$ cat src/stq_pkg.sv
`timescale 1ns / 1ps
// Shared constants, micro-operation codes and controller/datapath structs for the timer queue.
package stq_pkg;

  localparam int POOL        = 256;
  localparam int ID_W        = 8;
  localparam int CNT_W       = 9;
  localparam int TIME_W      = 63;
  localparam int TO_W        = 32;
  localparam int LINE_SIZE   = 16;
  localparam int LINES       = 16;
  localparam int MAX_RESULTS = 16;
  localparam int CHK_LIMIT   = (LINES < MAX_RESULTS) ? LINES : MAX_RESULTS;
  localparam int LINES_W     = $clog2(LINES + 1);
  localparam int IDX_W       = $clog2(LINE_SIZE + 1);
  localparam int CHK_W       = $clog2(CHK_LIMIT + 1);
  localparam int BASE_W      = $clog2((LINES + 1) * LINE_SIZE + 1);
  localparam int S_TDATA_W   = 104;
  localparam int M_TDATA_W   = 8;

  localparam logic [TIME_W-1:0] TIME_MAX = {TIME_W{1'b1}};

  localparam logic [2:0] MODE_ADD    = 3'd0;
  localparam logic [2:0] MODE_UPDATE = 3'd1;
  localparam logic [2:0] MODE_DELETE = 3'd2;
  localparam logic [2:0] MODE_CHECK  = 3'd3;
  localparam logic [2:0] MODE_RESET  = 3'd4;

  localparam logic [1:0] ST_DONE    = 2'd0;
  localparam logic [1:0] ST_REFUSED = 2'd1;
  localparam logic [1:0] ST_EXPIRED = 2'd2;
  localparam logic [1:0] ST_NONE    = 2'd3;

  typedef enum logic [4:0] {
    UOP_NONE,
    UOP_LOAD,
    UOP_POP_RD,
    UOP_POP,
    UOP_LINE_OPEN,
    UOP_LINE_PUSH,
    UOP_ACTIVATE,
    UOP_UNL_RD,
    UOP_UNL_WR,
    UOP_ENQ_START,
    UOP_WALK_NEXT,
    UOP_INS1,
    UOP_INS2,
    UOP_APPEND,
    UOP_FREE,
    UOP_CHK_RD,
    UOP_CHK_POP,
    UOP_RST_RD,
    UOP_RST_STEP
  } uop_t;

  typedef enum logic [1:0] {
    IDSEL_ZERO,
    IDSEL_TIMER,
    IDSEL_PEND
  } id_sel_t;

  typedef struct packed {
    uop_t       uop;
    logic       emit;
    logic [1:0] st;
    id_sel_t    id_sel;
    logic       last;
  } cmd_t;

  typedef struct packed {
    logic [2:0] mode;
    logic       timeout_zero;
    logic       stack_empty;
    logic       line_full;
    logic       line_done;
    logic       active;
    logic       queued;
    logic       qlen_zero;
    logic       cur_is_tail;
    logic       exp_gt;
    logic       exp_lt;
    logic       chk_done;
    logic       pend_valid;
    logic       out_free;
  } stat_t;

endpackage

$ cat src/stq_ctrl.sv
`timescale 1ns / 1ps
// Timer queue controller: sequences add, update, delete, check and reset operations.
module stq_ctrl (
  input  logic           clk,
  input  logic           rst,
  input  logic           in_valid,
  output logic           in_ready,
  input  stq_pkg::stat_t stat,
  output stq_pkg::cmd_t  cmd
);

  typedef enum logic [17:0] {
    S_IDLE     = 18'h00001,
    S_DISPATCH = 18'h00002,
    S_ADD_POP  = 18'h00004,
    S_ADD_LINE = 18'h00008,
    S_ADD_ACT  = 18'h00010,
    S_UNL      = 18'h00020,
    S_UNL_WR   = 18'h00040,
    S_ENQ      = 18'h00080,
    S_ENQ_APP  = 18'h00100,
    S_WALK     = 18'h00200,
    S_INS2     = 18'h00400,
    S_FREE     = 18'h00800,
    S_CHK_RD   = 18'h01000,
    S_CHK_CMP  = 18'h02000,
    S_CHK_FIN  = 18'h04000,
    S_RST_LOOP = 18'h08000,
    S_REPORT   = 18'h10000,
    S_REFUSE   = 18'h20000
  } state_t;

  state_t state;
  state_t state_next;

  assign in_ready = (state == S_IDLE);

  always_ff @(posedge clk) begin
    if (rst) begin
      state <= S_IDLE;
    end else begin
      state <= state_next;
    end
  end

  always_comb begin
    state_next = state;
    cmd.uop    = stq_pkg::UOP_NONE;
    cmd.emit   = 1'b0;
    cmd.st     = stq_pkg::ST_DONE;
    cmd.id_sel = stq_pkg::IDSEL_ZERO;
    cmd.last   = 1'b1;
    unique case (state)
      S_IDLE: begin
        if (in_valid) begin
          cmd.uop    = stq_pkg::UOP_LOAD;
          state_next = S_DISPATCH;
        end
      end
      S_DISPATCH: begin
        unique case (stat.mode) inside
          stq_pkg::MODE_ADD: begin
            if (stat.timeout_zero) begin
              state_next = S_REFUSE;
            end else if (!stat.stack_empty) begin
              cmd.uop    = stq_pkg::UOP_POP_RD;
              state_next = S_ADD_POP;
            end else if (stat.line_full) begin
              state_next = S_REFUSE;
            end else begin
              cmd.uop    = stq_pkg::UOP_LINE_OPEN;
              state_next = S_ADD_LINE;
            end
          end
          stq_pkg::MODE_UPDATE, stq_pkg::MODE_DELETE: begin
            if (!stat.active) begin
              state_next = S_REFUSE;
            end else if (stat.queued) begin
              state_next = S_UNL;
            end else if (stat.mode == stq_pkg::MODE_DELETE) begin
              state_next = S_FREE;
            end else begin
              state_next = S_ENQ;
            end
          end
          stq_pkg::MODE_CHECK: begin
            state_next = S_CHK_RD;
          end
          stq_pkg::MODE_RESET: begin
            cmd.uop    = stq_pkg::UOP_RST_RD;
            state_next = S_RST_LOOP;
          end
          default: begin
            state_next = S_REFUSE;
          end
        endcase
      end
      S_ADD_POP: begin
        cmd.uop    = stq_pkg::UOP_POP;
        state_next = S_ADD_ACT;
      end
      S_ADD_LINE: begin
        // push the rest of the new line, lowest id first
        if (stat.line_done) begin
          state_next = S_ADD_ACT;
        end else begin
          cmd.uop = stq_pkg::UOP_LINE_PUSH;
        end
      end
      S_ADD_ACT: begin
        cmd.uop    = stq_pkg::UOP_ACTIVATE;
        state_next = S_ENQ;
      end
      S_UNL: begin
        cmd.uop    = stq_pkg::UOP_UNL_RD;
        state_next = S_UNL_WR;
      end
      S_UNL_WR: begin
        cmd.uop    = stq_pkg::UOP_UNL_WR;
        state_next = (stat.mode == stq_pkg::MODE_DELETE) ? S_FREE : S_ENQ;
      end
      S_ENQ: begin
        cmd.uop    = stq_pkg::UOP_ENQ_START;
        state_next = stat.qlen_zero ? S_ENQ_APP : S_WALK;
      end
      S_ENQ_APP: begin
        cmd.uop    = stq_pkg::UOP_APPEND;
        state_next = S_REPORT;
      end
      S_WALK: begin
        // insert before the first entry that expires later; ties stay ahead
        if (stat.exp_gt) begin
          cmd.uop    = stq_pkg::UOP_INS1;
          state_next = S_INS2;
        end else if (stat.cur_is_tail) begin
          cmd.uop    = stq_pkg::UOP_APPEND;
          state_next = S_REPORT;
        end else begin
          cmd.uop = stq_pkg::UOP_WALK_NEXT;
        end
      end
      S_INS2: begin
        cmd.uop    = stq_pkg::UOP_INS2;
        state_next = S_REPORT;
      end
      S_FREE: begin
        cmd.uop    = stq_pkg::UOP_FREE;
        state_next = S_REPORT;
      end
      S_CHK_RD: begin
        if (stat.chk_done || stat.qlen_zero) begin
          state_next = S_CHK_FIN;
        end else begin
          cmd.uop    = stq_pkg::UOP_CHK_RD;
          state_next = S_CHK_CMP;
        end
      end
      S_CHK_CMP: begin
        // hold each popped id until the next compare tells whether it is the last beat
        if (!stat.exp_lt) begin
          state_next = S_CHK_FIN;
        end else if (!stat.pend_valid || stat.out_free) begin
          cmd.uop    = stq_pkg::UOP_CHK_POP;
          cmd.emit   = stat.pend_valid;
          cmd.st     = stq_pkg::ST_EXPIRED;
          cmd.id_sel = stq_pkg::IDSEL_PEND;
          cmd.last   = 1'b0;
          state_next = S_CHK_RD;
        end
      end
      S_CHK_FIN: begin
        if (stat.out_free) begin
          cmd.emit   = 1'b1;
          cmd.st     = stat.pend_valid ? stq_pkg::ST_EXPIRED : stq_pkg::ST_NONE;
          cmd.id_sel = stat.pend_valid ? stq_pkg::IDSEL_PEND : stq_pkg::IDSEL_ZERO;
          state_next = S_IDLE;
        end
      end
      S_RST_LOOP: begin
        if (stat.qlen_zero) begin
          state_next = S_REPORT;
        end else begin
          cmd.uop = stq_pkg::UOP_RST_STEP;
        end
      end
      S_REPORT: begin
        if (stat.out_free) begin
          cmd.emit   = 1'b1;
          cmd.st     = stq_pkg::ST_DONE;
          cmd.id_sel = (stat.mode == stq_pkg::MODE_ADD) ? stq_pkg::IDSEL_TIMER
                                                       : stq_pkg::IDSEL_ZERO;
          state_next = S_IDLE;
        end
      end
      S_REFUSE: begin
        if (stat.out_free) begin
          cmd.emit   = 1'b1;
          cmd.st     = stq_pkg::ST_REFUSED;
          state_next = S_IDLE;
        end
      end
      default: begin
        state_next = S_IDLE;
      end
    endcase
  end

endmodule

$ cat config.mk
export PLATFORM = sky130hd
export DESIGN_NAME = stq_ctrl
export DESIGN_NICKNAME = d
export VERILOG_FILES = /design/src/stq_pkg.sv /design/src/stq_ctrl.sv
export SDC_FILE = /design/constraint.sdc
export NUM_CORES = 1
export LEC_CHECK = 0
export BUFFER_PORTS_ARGS = -buffer_cell sky130_fd_sc_hd__buf_2
export CORE_MARGIN = 1.5
export CORE_UTILIZATION = 47
export DETAILED_ROUTE_END_ITERATION = 10
export PLACE_DENSITY = 0.72
export SLEW_MARGIN = 0
export SYNTH_ARGS = -nofsm -noshare
export SYNTH_HDL_FRONTEND = slang
export SYNTH_SLANG_ARGS = --single-unit
$ cat constraint.sdc
create_clock -name clk -period 2.9 [get_ports clk]
set_input_delay 0.145 -clock clk [delete_from_list [all_inputs] [get_ports clk]]
set_output_delay 0.145 -clock clk [all_outputs]
set_load 0.005 [all_outputs]
Yosys cells after proc, flatten, opt, wreduce, memory -nomap -nowiden:

Index checks and enable logic that the tools add are counted.
W data, S select, Z words.

* bits in registers: 18
* bits in latches: 0
* memory bits (writable): 0
* memory bits (read-only): 0
* input port bits: 19
* word-level logic and storage cells: 77
* memories: 0

* $add $sub $neg: 0
* $mul: 0
* div/mod/pow operators: 0
* magnitude comparators: 0
* eq/ne operators: 28
* shift operators: 0
* muxes and demuxes: 40
* bitwise logic cells: 0
* reduce and logical (&&, ||, !) cells: 8

Operators by type and width (number)
* $pmux W18 S14: 1
* $mux W18: 12
* $pmux W5 S15: 1
* $pmux W18 S4: 1
* $mux W12: 2
* $mux W11: 2
* $mux W3: 7
* $eq A18 B1 Y1 const B: 1
* $eq A18 B10 Y1 const B: 1
* $eq A18 B11 Y1 const B: 1
* $eq A18 B12 Y1 const B: 1
* $eq A18 B13 Y1 const B: 1
* $eq A18 B14 Y1 const B: 1
* $eq A18 B15 Y1 const B: 1
* $eq A18 B16 Y1 const B: 1
* $eq A18 B17 Y1 const B: 1
* $eq A18 B18 Y1 const B: 1
* $eq A18 B2 Y1 const B: 1
* $eq A18 B3 Y1 const B: 1
* $eq A18 B4 Y1 const B: 1
* $eq A18 B5 Y1 const B: 1
* $eq A18 B6 Y1 const B: 1
* $eq A18 B7 Y1 const B: 1
* $eq A18 B8 Y1 const B: 1
* other kinds (22): 33

Logic depth before layout (Yosys ltp):

Gate-level depths: netlist (run 1).

* word-level depth: 6
* mapped depth: 7

Worst setup path before layout (run 1):

Ideal clock, no wire load.

* kind: register -> register
* start point: register state[12]
* end point: register state[0]
* library setup time: 122 ps
* arrival time: 2048 ps
* required time: 2778 ps
* path slack: 730 ps
* cell stages (with the launch flop): 8
* buffers on the path: 2
* period minus slack after synthesis: 2170 ps
* cells stage by stage: dfxtp_1 buf_6 or4_4 or4_4 buf_6 o22ai_4 or3_2 o31ai_1

* cells in the longest elaborated chain, start to end: 4

Ends and longest elaborated chain
* start: declaration: RTL line stq_ctrl.sv:33 `state_t state;`
* start signal: assignment: RTL line stq_ctrl.sv:42 `state <= state_next;`
* $eq A18 B18 Y1, or another cell as far along: RTL line stq_ctrl.sv:53 `unique case (state)`
* $reduce_or A3 Y1 (no line)
* $ne A2 B1 Y1 (no line)
* $reduce_and A6 Y1 (no line)

Several ways; a longest one is shown, not always the timed one.
A chain may end at the register's enable or synchronous reset.

==> metrics.yaml, run 1 <==
run_status:
  status: "completed"
cts:
  cts_tree: "built"
  clkLatencyLatePin_ns: 0.31
  ctsHtreeMaxLevel: 1
  clock_sinks: 18
  ctsResizeCount: 0
  cts_inserted_buffers: 3
  max-clock-path-buffers: 2
  cell_at_the_root_of_the_clock_tree: "sky130_fd_sc_hd__clkbuf_4"
  clk_pin_slew_ns: 0.11
drt:
  vias: 1718
  number_of_detailed_route_iterations_in_the_first_pass: 7
  vias_per_cell: 6.247
  dr.first_iter.drc_count: 122
  route.final.wire_length_mm: 4.404
  drt_drc_violations_left: 0
  routedWlPerCell_microns: 16.01
  final_antenna_net_count: 0
synth:
  synth_top_cells_by_count: "sky130_fd_sc_hd__nor2_1 (26), sky130_fd_sc_hd__dfxtp_1 (18), sky130_fd_sc_hd__nor4_1 (10), sky130_fd_sc_hd__nor3_1 (9), sky130_fd_sc_hd__o21ai_0 (9)"
  synth.lib_cells_used.distinct: 53
  synth-async-reset-ratio_pct: 0
  postSynth.topFlopCell: "sky130_fd_sc_hd__dfxtp_1"
  postSynthCellCount: 208
  synth_area_leader_cell: "sky130_fd_sc_hd__dfxtp_1"
  netlist_area_sq_um: 1635
  ys_ff_latch: 18
  synth_fp_nets: 227
  yosysTopAreaCellShare_pct: 22.04
  synth_top_cells_by_area: "sky130_fd_sc_hd__dfxtp_1 (22%), sky130_fd_sc_hd__nor2_1 (6.0%), sky130_fd_sc_hd__nor4_1 (3.8%), sky130_fd_sc_hd__xnor2_1 (3.2%), sky130_fd_sc_hd__nor3_1 (2.8%)"
  syn_avg_cell_area_sq_um: 7.862
  yosysWarnings: 0
  yosysMostFrequentCell: "sky130_fd_sc_hd__nor2_1"
  number_of_enable_type_register_cells_in_the_synthesized_netlist: 0
  synth.yosys.seq_area_share_pct: 22.04
timing:
  timing_hold_violations_final: 0
  worst_slew_margin_rel_pct: 65.98
  fin_hold_ws_ns: 0.04818
  timing.final.crit_share_pct: 92.11
  unrepaired_setup_endpoints_after_global_routing: "no"
  slew_viol_final: 0
  final.setup.tns_ns: 0
  max_clock_freq_mhz: 374.4
  setup-violations-final: 0
  tightestPinTransition_ns: 0.5065
  post-route-min-period_ns: 2.671
  finClkSkew_ns: 0.003070
critical_path:
  reg2reg_slack_ns: 0.56
  critical_path.max_fanout: 6
  worst_path_max_delay_cell: "sky130_fd_sc_hd__or4_1"
  critical_path.cell_chain: "or4_1 -> nor4_4 -> nand3_1 -> or2_2 -> nand2_1 -> buf_2"
  arrival_ns: 2.53
  rr_worst_depth: 5
  cp-start-kind: "register"
  crit_required_ns: 2.76
  path_class: "reg2out"
  timing.critical_path.slowest_cell_delay_ns: 0.65
  crit_path_end_kind: "primary output"
min_path:
  worstHoldPathCells: 2
  worstHoldPathType: "in2reg"
cells_and_area:
  synth_to_layout_area_growth_pct: 10.41
  final_area_sq_um: 1805
  fin_cells: 275
  seqCellArea_sq_um: 360.3
  largest_register: "state"
  layout-drive-gt1-share_pct: 23.58
  antenna_cells: 0
  multi_input_area_sq_um: 1175
  nFillCells: 325
  biggestRegsByFlops: "state x18"
  largest_register_ff_count: 18
  design.final.nets: 249
placement:
  placedCellCount: 271
  postPlaceCellArea_sq_um: 1769
  final_weighted_congestion_in_routability_driven_placement: 0.9060
  detailed_place_hpwl_mm: 3.293
  port_buffers: 30
grt:
  first_global_vias: 1363
  pin_count_of_the_biggest_net_entering_global_routing: 18
  grt-ovfl-total: 0
  globalRouteMet2Util_pct: 39.88
  grt.busiest_layer: "met2"
  number_of_antenna_violations_at_the_first_check_in_global_routing: 0
  groute.layer.met3.usage_pct: 4.969
  grt_first_pass_wirelength_mm: 6.720
  globalRouteTotalUtil_pct: 23.95
  grtUsageMet1_pct: 32.79
floorplanning:
  cell_rows: 21
  floorplan.io_pins: 31
  coreArea_sq_um: 3337
  fp.dieH_microns: 61.99
  initial_core_utilization_pct: 49.01
  fp.dieW_microns: 61.99
  floorplan.die_area_sq_um: 3842
power_and_ir_drop:
  leakage_nw: 0.7110
  irDropWorstVdd_v: 0.0003237
  power.density_nw_per_um2: 364.0
run:
  maxCapViolCount: 0
==> metrics by stage <==
stage | worst slack [ns] | total power [W] | utilization, %
6_report | 0.2288 | 0.0006572 | 54.11
5_1_grt | 0.001559 | 0.0006918 | 54.11
4_1_cts | 0.1601 | 0.0006538 | 54.11
3_5_place_dp | 0.5069 | 0.0004929 | 53.02
3_3_place_gp | 0.5606 | 0.0004923 | 53.02
2_1_floorplan | 0.7302 | 0.0004479 | -
==> cell usage in the layout, fill, tap and decap left out, types with 2 or more instances in the layout <==
cell type	synthesis	layout
sky130_fd_sc_hd__a31oi_1	2	2
sky130_fd_sc_hd__clkbuf_4	0	3
sky130_fd_sc_hd__o31ai_1	5	5
sky130_fd_sc_hd__or2_2	4	4
sky130_fd_sc_hd__or4_1	4	4
sky130_fd_sc_hd__inv_1	5	5
sky130_fd_sc_hd__a211oi_1	3	3
sky130_fd_sc_hd__nand4_1	6	6
sky130_fd_sc_hd__a2bb2oi_1	2	2
sky130_fd_sc_hd__xnor2_1	6	6
sky130_fd_sc_hd__or3b_2	2	2
sky130_fd_sc_hd__and2b_1	2	2
sky130_fd_sc_hd__o21ai_0	9	9
sky130_fd_sc_hd__dfxtp_1	18	18
sky130_fd_sc_hd__o21a_1	4	4
sky130_fd_sc_hd__nor3b_1	4	4
sky130_fd_sc_hd__a21oi_1	6	6
sky130_fd_sc_hd__nor4_4	2	2
sky130_fd_sc_hd__nor2b_1	5	5
sky130_fd_sc_hd__nand3_1	8	8
sky130_fd_sc_hd__nor3_1	9	9
sky130_fd_sc_hd__nor2_1	26	26
sky130_fd_sc_hd__nand3b_1	3	3
sky130_fd_sc_hd__nand4bb_1	2	2
sky130_fd_sc_hd__nand2b_1	3	3
sky130_fd_sc_hd__or3_1	6	6
sky130_fd_sc_hd__nand4b_1	3	3
sky130_fd_sc_hd__buf_2	1	30
sky130_fd_sc_hd__nor4_2	2	2
sky130_fd_sc_hd__or4_4	3	3
sky130_fd_sc_hd__nor4b_1	4	4
sky130_fd_sc_hd__xor2_1	3	3
sky130_fd_sc_hd__nor4_1	10	10
sky130_fd_sc_hd__nand2_1	7	7
==> routing by layer <==
| metal | part of all wire [%] | vias up |
|---|---|---|
| met5 | 0 | - |
| met4 | 1.5 | 0 |
| met3 | 7.6 | 9 |
| met2 | 48 | 84 |
| met1 | 43 | 791 |
| li1 | - | 834 |
==> kinds of logic (layout without fill, tap and decap cells) <==
kind of cell           count (synthesis)  count (layout)  share of synthesized area, %
AND/OR/NAND/NOR                      119             119                         46.98
AO/OA/AOI/OAI                         43              43                         20.05
buffers and inverters                 19              40                         6.121
flip-flops                            18              18                         22.04
XOR/XNOR                               9               9                         4.820
==> worst paths after layout <==
path,from,endpoint
max,state[0]$_SDFFE_PP1P_,cmd[10]
min,stat[11],state[2]$_SDFFE_PP0P_
max reg2reg,state[12]$_SDFFE_PP0P_,state[0]$_SDFFE_PP1P_
min reg2reg,state[0]$_SDFFE_PP1P_,state[1]$_SDFFE_PP0P_
==> where the power goes <==
part | switching [W] | leakage (nW) | internal, W
combinational | 0.000135 | 0.544 | 0.0000897
clock | 0.0000858 | 0.0210 | 0.0000768
sequential | 0.0000142 | 0.145 | 0.000256
total | 0.000235 | 0.711 | 0.000422
==> critical path: cells and delay by family (launching register included) <==
kind	cells	cell delay [ns]
AND/OR/NAND/NOR	5	1.75
flip-flops	1	0.37
buffers and inverters	1	0.10
==> what timing repair did <==
action	CTS	global route
setup endpoints to repair	0	1
hold buffers	0	0
buffers inserted	0	0
==> final cells by class <==
cell class	count	area share, %
flip-flops and latches	18	19.96
inverters	5	1.040
well taps	46	3.188
repair buffers	31	8.732
multi-input cells	171	65.07
clock buffers	4	2.010
(Power assumes the default switching activity.)
==> inputs of run 2 (changes only) <==
- HOLD_SLACK_MARGIN: not set -> 0.15
- TNS_END_PERCENT: not set -> 100
==> run 2 against run 1 <==
Effect of this change:
- routed wire length grew 0.20%
- flip-flop and latch count did not move
- die area did not move
- critical endpoint unchanged
==> metrics.yaml, run 2 (synthesis gave the netlist of run 1 again) <==
run_status:
  status: "completed"  # unchanged
grt:
  first_global_vias: 1392  # was 1363
  number_of_antenna_violations_at_the_first_check_in_global_routing: 0  # unchanged
  globalRouteTotalUtil_pct: 24.16  # was 23.95%
  pin_count_of_the_biggest_net_entering_global_routing: 18  # unchanged
  grt_first_pass_wirelength_mm: 6.789  # was 6.720 mm
  grt-ovfl-total: 0  # unchanged
power_and_ir_drop:
  leakage_nw: 0.7347  # was 0.7110 nW
  post-layout-total-power_w: 0.0006596  # was 0.0006572 W
  power.density_nw_per_um2: 355.5  # was 364.0 nW/um^2
  irDropWorstVdd_v: 0.0003246  # was 0.0003237 V
critical_path:
  critical_path.max_fanout: 6  # unchanged
  cp-start-kind: "register"  # unchanged
  path_class: "reg2out"  # unchanged
  crit_path_end_kind: "primary output"  # unchanged
  arrival_ns: 2.53  # about the same
  crit_required_ns: 2.76  # about the same
floorplanning:
  coreArea_sq_um: 3337  # unchanged
  fp.dieW_microns: 61.99  # unchanged
  floorplan.io_pins: 31  # unchanged
  floorplan.die_area_sq_um: 3842  # unchanged
  cell_rows: 21  # unchanged
  initial_core_utilization_pct: 49.01  # unchanged
  fp.dieH_microns: 61.99  # unchanged
timing:
  max_clock_freq_mhz: 374.1  # was 374.4 MHz
  tightestPinTransition_ns: 0.5050  # was 0.5065 ns
  slew_viol_final: 0  # unchanged
  timing_hold_violations_final: 0  # unchanged
  setup-violations-final: 0  # unchanged
  worst_slack_ns: 0.2268  # was 0.2288 ns
  timing.final.crit_share_pct: 92.18  # was 92.11%
  finClkSkew_ns: 0.004269  # was 0.003070 ns
  unrepaired_setup_endpoints_after_global_routing: "no"  # unchanged
  post-route-min-period_ns: 2.673  # was 2.671 ns
  worst_slew_margin_rel_pct: 66.05  # was 65.98%
  final.setup.tns_ns: 0  # unchanged
cts:
  clk_pin_slew_ns: 0.11  # about the same
  ctsResizeCount: 0  # unchanged
  clkLatencyLatePin_ns: 0.30  # was 0.31 ns
  max-clock-path-buffers: 2  # unchanged
  clock_sinks: 18  # unchanged
  cell_at_the_root_of_the_clock_tree: "sky130_fd_sc_hd__clkbuf_4"  # unchanged
  cts_inserted_buffers: 3  # unchanged
  ctsHtreeMaxLevel: 1  # unchanged
  cts_tree: "built"  # unchanged
cells_and_area:
  seqCellArea_sq_um: 360.3  # unchanged
  final_common_cell: "sky130_fd_sc_hd__buf_2"  # unchanged
  multi_input_area_sq_um: 1175  # unchanged
  biggestRegsByFlops: "state x18"  # unchanged
  final_area_sq_um: 1856  # was 1805 sq um
  layout-drive-gt1-share_pct: 23.08  # was 23.58%
  nFillCells: 324  # was 325
  largest_register_ff_count: 18  # unchanged
  synth_to_layout_area_growth_pct: 13.47  # was 10.41%
  design.final.nets: 254  # was 249
  layout.cells.most_common_list: "sky130_fd_sc_hd__buf_2 (30), sky130_fd_sc_hd__nor2_1 (26), sky130_fd_sc_hd__dfxtp_1 (18)"  # unchanged
  postLayoutCoreUtil_pct: 55.61  # was 54.11%
  antenna_cells: 0  # unchanged
  largest_register: "state"  # unchanged
placement:
  detailed_place_hpwl_mm: 3.293  # unchanged
  dp_worst_setup_slack_ns: 0.5069  # unchanged
  final_weighted_congestion_in_routability_driven_placement: 0.9060  # unchanged
  port_buffers: 30  # unchanged
  postPlaceCellArea_sq_um: 1769  # unchanged
drt:
  vias: 1740  # was 1718
  drt_drc_violations_left: 0  # unchanged
  route.final.wire_length_mm: 4.413  # was 4.404 mm
  routedWlPerCell_microns: 15.76  # was 16.01 microns
  dr.first_iter.drc_count: 109  # was 122
  number_of_detailed_route_iterations_in_the_first_pass: 5  # was 7
  vias_per_cell: 6.214  # was 6.247
  final_antenna_net_count: 0  # unchanged
min_path:
  worstHoldPathType: "in2reg"  # unchanged
run:
  maxCapViolCount: 0  # unchanged
## run 2: cell types whose count changed in the layout (fill, tap and decap cells not counted), sizes merged
| cell | previous run | this run |
|---|---|---|
| dlygate4sd3 | 0 | 5 |
## run 2: through the flow
stage,instances,hold WS (ns)
finish,280,0.1715
global route,280,0.1563
CTS,280,0.1672
detailed placement,271,0.3722
global placement,271,0.3625
floorplan,208,0.2218
## run 2: power breakdown
part / total, W / internal, W / leakage (nW) / switching [W]
Clock: 0.000162 / 0.0000766 / 0.0210 / 0.0000849
Combinational: 0.000228 / 0.0000933 / 0.568 / 0.000135
Sequential: 0.000270 / 0.000256 / 0.145 / 0.0000142
Total: 0.000660 / 0.000425 / 0.735 / 0.000234
## run 2: critical path: stages, from the launching register on
cell                      delay, ns
sky130_fd_sc_hd__dfxtp_1       0.38
sky130_fd_sc_hd__or4_1         0.65
sky130_fd_sc_hd__nor4_4        0.45
sky130_fd_sc_hd__nand3_1       0.24
sky130_fd_sc_hd__or2_2         0.36
sky130_fd_sc_hd__nand2_1       0.06
sky130_fd_sc_hd__buf_2         0.10
## run 2: area by class of cell
cell class / instances / area share (%)
Inverter: 5 / 1.011
Sequential cell: 18 / 19.42
Multi-Input combinational cell: 171 / 63.32
Timing Repair Buffer: 36 / 11.19
Clock buffer: 4 / 1.955
Tap cell: 46 / 3.102
## run 2: path summary, 6_finish.rpt
check | slack, ns | start | endpoint | cells after the start
max | 0.23 | state[0]$_SDFFE_PP1P_ | cmd[10] | 6
min | 0.17 | stat[8] | state[5]$_SDFFE_PP0P_ | 3
max reg2reg | 0.47 | state[12]$_SDFFE_PP0P_ | state[2]$_SDFFE_PP0P_ | 6
min reg2reg | 0.58 | state[0]$_SDFFE_PP1P_ | state[1]$_SDFFE_PP0P_ | 2
## run 2: timing repair
action | 4_1_cts | 5_1_grt
hold endpoints to repair | 5 | 0
setup buffers | 0 | 0
hold buffers | 5 | 0
endpoints found under the setup margin | 0 | 1
## run 2: routing by layer
| metal | vias to the layer above | global-route usage (%) | part of all wire [%] |
|---|---|---|---|
| li1 | 846 | - | - |
| met1 | 806 | 32.91 | 44 |
| met2 | 79 | 40.48 | 49 |
| met3 | 9 | 4.969 | 6.1 |
| met4 | 0 | 3.040 | 1.1 |
| met5 | - | 0 | 0 |
==> inputs of run 3 (changes only) <==
- CORE_ASPECT_RATIO: not set -> 0.6
==> run 3 against run 2 <==
Effect of this change:
- sequential power hardly changed
- register-to-register slack improved by 0.04 ns
- worst setup slack worse by 0.0049 ns
- final cell count shrank 2.1%
- combinational power is 5% higher
- largest power group unchanged
==> metrics.yaml, run 3 (synthesis gave the netlist of run 1 again) <==
run_status:
  status: "completed"  # unchanged
critical_path:
  path_class: "reg2out"  # unchanged
  cp-start-kind: "register"  # unchanged
  critical_path.max_fanout: 7  # was 6
  crit_path_end_kind: "primary output"  # unchanged
  crit_required_ns: 2.76  # about the same
  reg2reg_slack_ns: 0.51  # was 0.47 ns
  rr_worst_depth: 5  # was 6
  worst_path_max_delay_cell: "sky130_fd_sc_hd__or4_1"  # unchanged
  worst_r2r_startpoint: "state[4]$_SDFFE_PP0P_"  # was state[12]$_SDFFE_PP0P_
  arrival_ns: 2.53  # about the same
  critical_path.cell_chain: "or4_1 -> nor4_4 -> nand3_1 -> or2_2 -> nand2_1 -> buf_2"  # unchanged
  worstReg2RegEnd: "state[16]$_SDFFE_PP0P_"  # was state[2]$_SDFFE_PP0P_
  timing.critical_path.slowest_cell_delay_ns: 0.67  # was 0.65 ns
floorplanning:
  fp.dieW_microns: 79.15  # was 61.99 microns
  floorplan.die_area_sq_um: 3854  # was 3842 sq um
  cell_rows: 16  # was 21
  initial_core_utilization_pct: 49.81  # was 49.01%
  floorplan.io_pins: 31  # unchanged
  fp.dieH_microns: 48.69  # was 61.99 microns
  coreArea_sq_um: 3283  # was 3337 sq um
cts:
  ctsHtreeMaxLevel: 1  # unchanged
  cell_at_the_root_of_the_clock_tree: "sky130_fd_sc_hd__clkbuf_8"  # was sky130_fd_sc_hd__clkbuf_4
  cts_inserted_buffers: 3  # unchanged
  max-clock-path-buffers: 2  # unchanged
  cts_tree: "built"  # unchanged
  ctsResizeCount: 0  # unchanged
  clkLatencyLatePin_ns: 0.25  # was 0.30 ns
  clock_sinks: 18  # unchanged
  clk_pin_slew_ns: 0.07  # was 0.11 ns
cells_and_area:
  largest_register: "state"  # unchanged
  biggestRegsByFlops: "state x18"  # unchanged
  design.final.nets: 250  # was 254
  synth_to_layout_area_growth_pct: 11.25  # was 13.47%
  final_common_cell: "sky130_fd_sc_hd__buf_2"  # unchanged
  largest_register_ff_count: 18  # unchanged
  antenna_cells: 0  # unchanged
  layout-drive-gt1-share_pct: 23.14  # was 23.08%
  layout.cells.most_common_list: "sky130_fd_sc_hd__buf_2 (30), sky130_fd_sc_hd__nor2_1 (26), sky130_fd_sc_hd__dfxtp_1 (18)"  # unchanged
grt:
  grt-ovfl-total: 0  # unchanged
  globalRouteTotalUtil_pct: 25.05  # was 24.16%
  grt_first_pass_wirelength_mm: 7.452  # was 6.789 mm
  number_of_antenna_violations_at_the_first_check_in_global_routing: 0  # unchanged
  pin_count_of_the_biggest_net_entering_global_routing: 18  # unchanged
  first_global_vias: 1479  # was 1392
drt:
  vias: 1689  # was 1740
  vias_per_cell: 6.164  # was 6.214
  route.final.wire_length_mm: 4.649  # was 4.413 mm
  dr.first_iter.drc_count: 210  # was 109
  final_antenna_net_count: 0  # unchanged
  drt_drc_violations_left: 0  # unchanged
  routedWlPerCell_microns: 16.97  # was 15.76 microns
  number_of_detailed_route_iterations_in_the_first_pass: 4  # was 5
min_path:
  timing.hold.worst_endpoint: "state[2]$_SDFFE_PP0P_"  # was state[5]$_SDFFE_PP0P_
  worstHoldStart: "stat[12]"  # was stat[8]
  worstHoldPathCells: 4  # was 3
  worstHoldPathType: "in2reg"  # unchanged
timing:
  unrepaired_setup_endpoints_after_global_routing: "no"  # unchanged
  fin_hold_ws_ns: 0.1772  # was 0.1715 ns
  post-route-min-period_ns: 2.678  # was 2.673 ns
  tightestPinTransition_ns: 0.6261  # was 0.5050 ns
  max_clock_freq_mhz: 373.4  # was 374.1 MHz
  setup-violations-final: 0  # unchanged
  worst_slew_margin_rel_pct: 57.87  # was 66.05%
  finClkSkew_ns: 0.001657  # was 0.004269 ns
  final.setup.tns_ns: 0  # unchanged
  slew_viol_final: 0  # unchanged
  timing.final.crit_share_pct: 92.35  # was 92.18%
  timing_hold_violations_final: 0  # unchanged
placement:
  port_buffers: 30  # unchanged
  detailed_place_hpwl_mm: 3.607  # was 3.293 mm
  final_weighted_congestion_in_routability_driven_placement: 0.9472  # was 0.9060
power_and_ir_drop:
  power.density_nw_per_um2: 377.4  # was 355.5 nW/um^2
  irDropWorstVdd_v: 0.0002063  # was 0.0003246 V
  leakage_nw: 0.7160  # was 0.7347 nW
run:
  maxCapViolCount: 0  # unchanged
-- run 3: timing repair --
action,4_1_cts,5_1_grt
buffers inserted,0,0
hold buffers,1,0
hold endpoints to repair,1,0
-- run 3: stage by stage --
step | cells | area (sq um) | util (%) | setup WS, ns | total power [W]
floorplan | 208 | 1635 | - | 0.7302 | 0.0004479
detailed placement | 270 | 1768 | 53.85 | 0.5296 | 0.0005034
global placement | 270 | 1768 | 53.85 | 0.5460 | 0.0005042
global route | 274 | 1819 | 55.41 | 0.06000 | 0.0007156
finish | 274 | 1819 | 55.41 | 0.2220 | 0.0006866
CTS | 274 | 1819 | 55.41 | 0.2300 | 0.0006852
-- run 3: per-layer routing --
| layer | global-route usage, % | part of all wire (%) | up-vias | wire length [microns] |
|---|---|---|---|---|
| li1 | - | - | 839 | - |
| met1 | 40.53 | 48 | 762 | 2246 |
| met2 | 33.05 | 40 | 83 | 1840 |
| met3 | 6.415 | 12 | 5 | 543 |
| met4 | 3.216 | 0.41 | 0 | 19 |
| met5 | 0 | 0 | - | 0 |
-- run 3: where the power goes --
part	switching, W	internal (W)	leakage, nW
registers	0.0000141	0.000256	0.145
clock network	0.0000859	0.0000924	0.0216
logic	0.000144	0.0000949	0.549
total	0.000244	0.000443	0.716
-- run 3: area by class of cell --
cell class,instances,area (sq um)
inverters,5,18.77
fillers,327,1464
clock buffers,3,41.29
well taps,45,56.30
flip-flops and latches,18,360.3
multi-input cells,171,1175
repair buffers,32,167.7
-- run 3: how the worst max path moves through the flow --
stage / start / to / slack, ns / cells after the start
after floorplan: state[12]$_SDFFE_PP0P_ / state[0]$_SDFFE_PP1P_ / 0.73 / 7
after global placement: state[4]$_SDFFE_PP0P_ / cmd[10] / 0.55 / 6
after detailed placement: state[4]$_SDFFE_PP0P_ / cmd[10] / 0.53 / 6
after CTS: state[4]$_SDFFE_PP0P_ / cmd[10] / 0.23 / 6
after global routing: state[4]$_SDFFE_PP0P_ / cmd[10] / 0.06 / 6
final: state[4]$_SDFFE_PP0P_ / cmd[10] / 0.22 / 6
-- run 3: worst max-delay path, delay by kind of cell, from the launching register on --
family,cells,cell delay (ns)
buffers and inverters,1,0.11
DFF,1,0.39
and+or+nand+nor,5,1.78
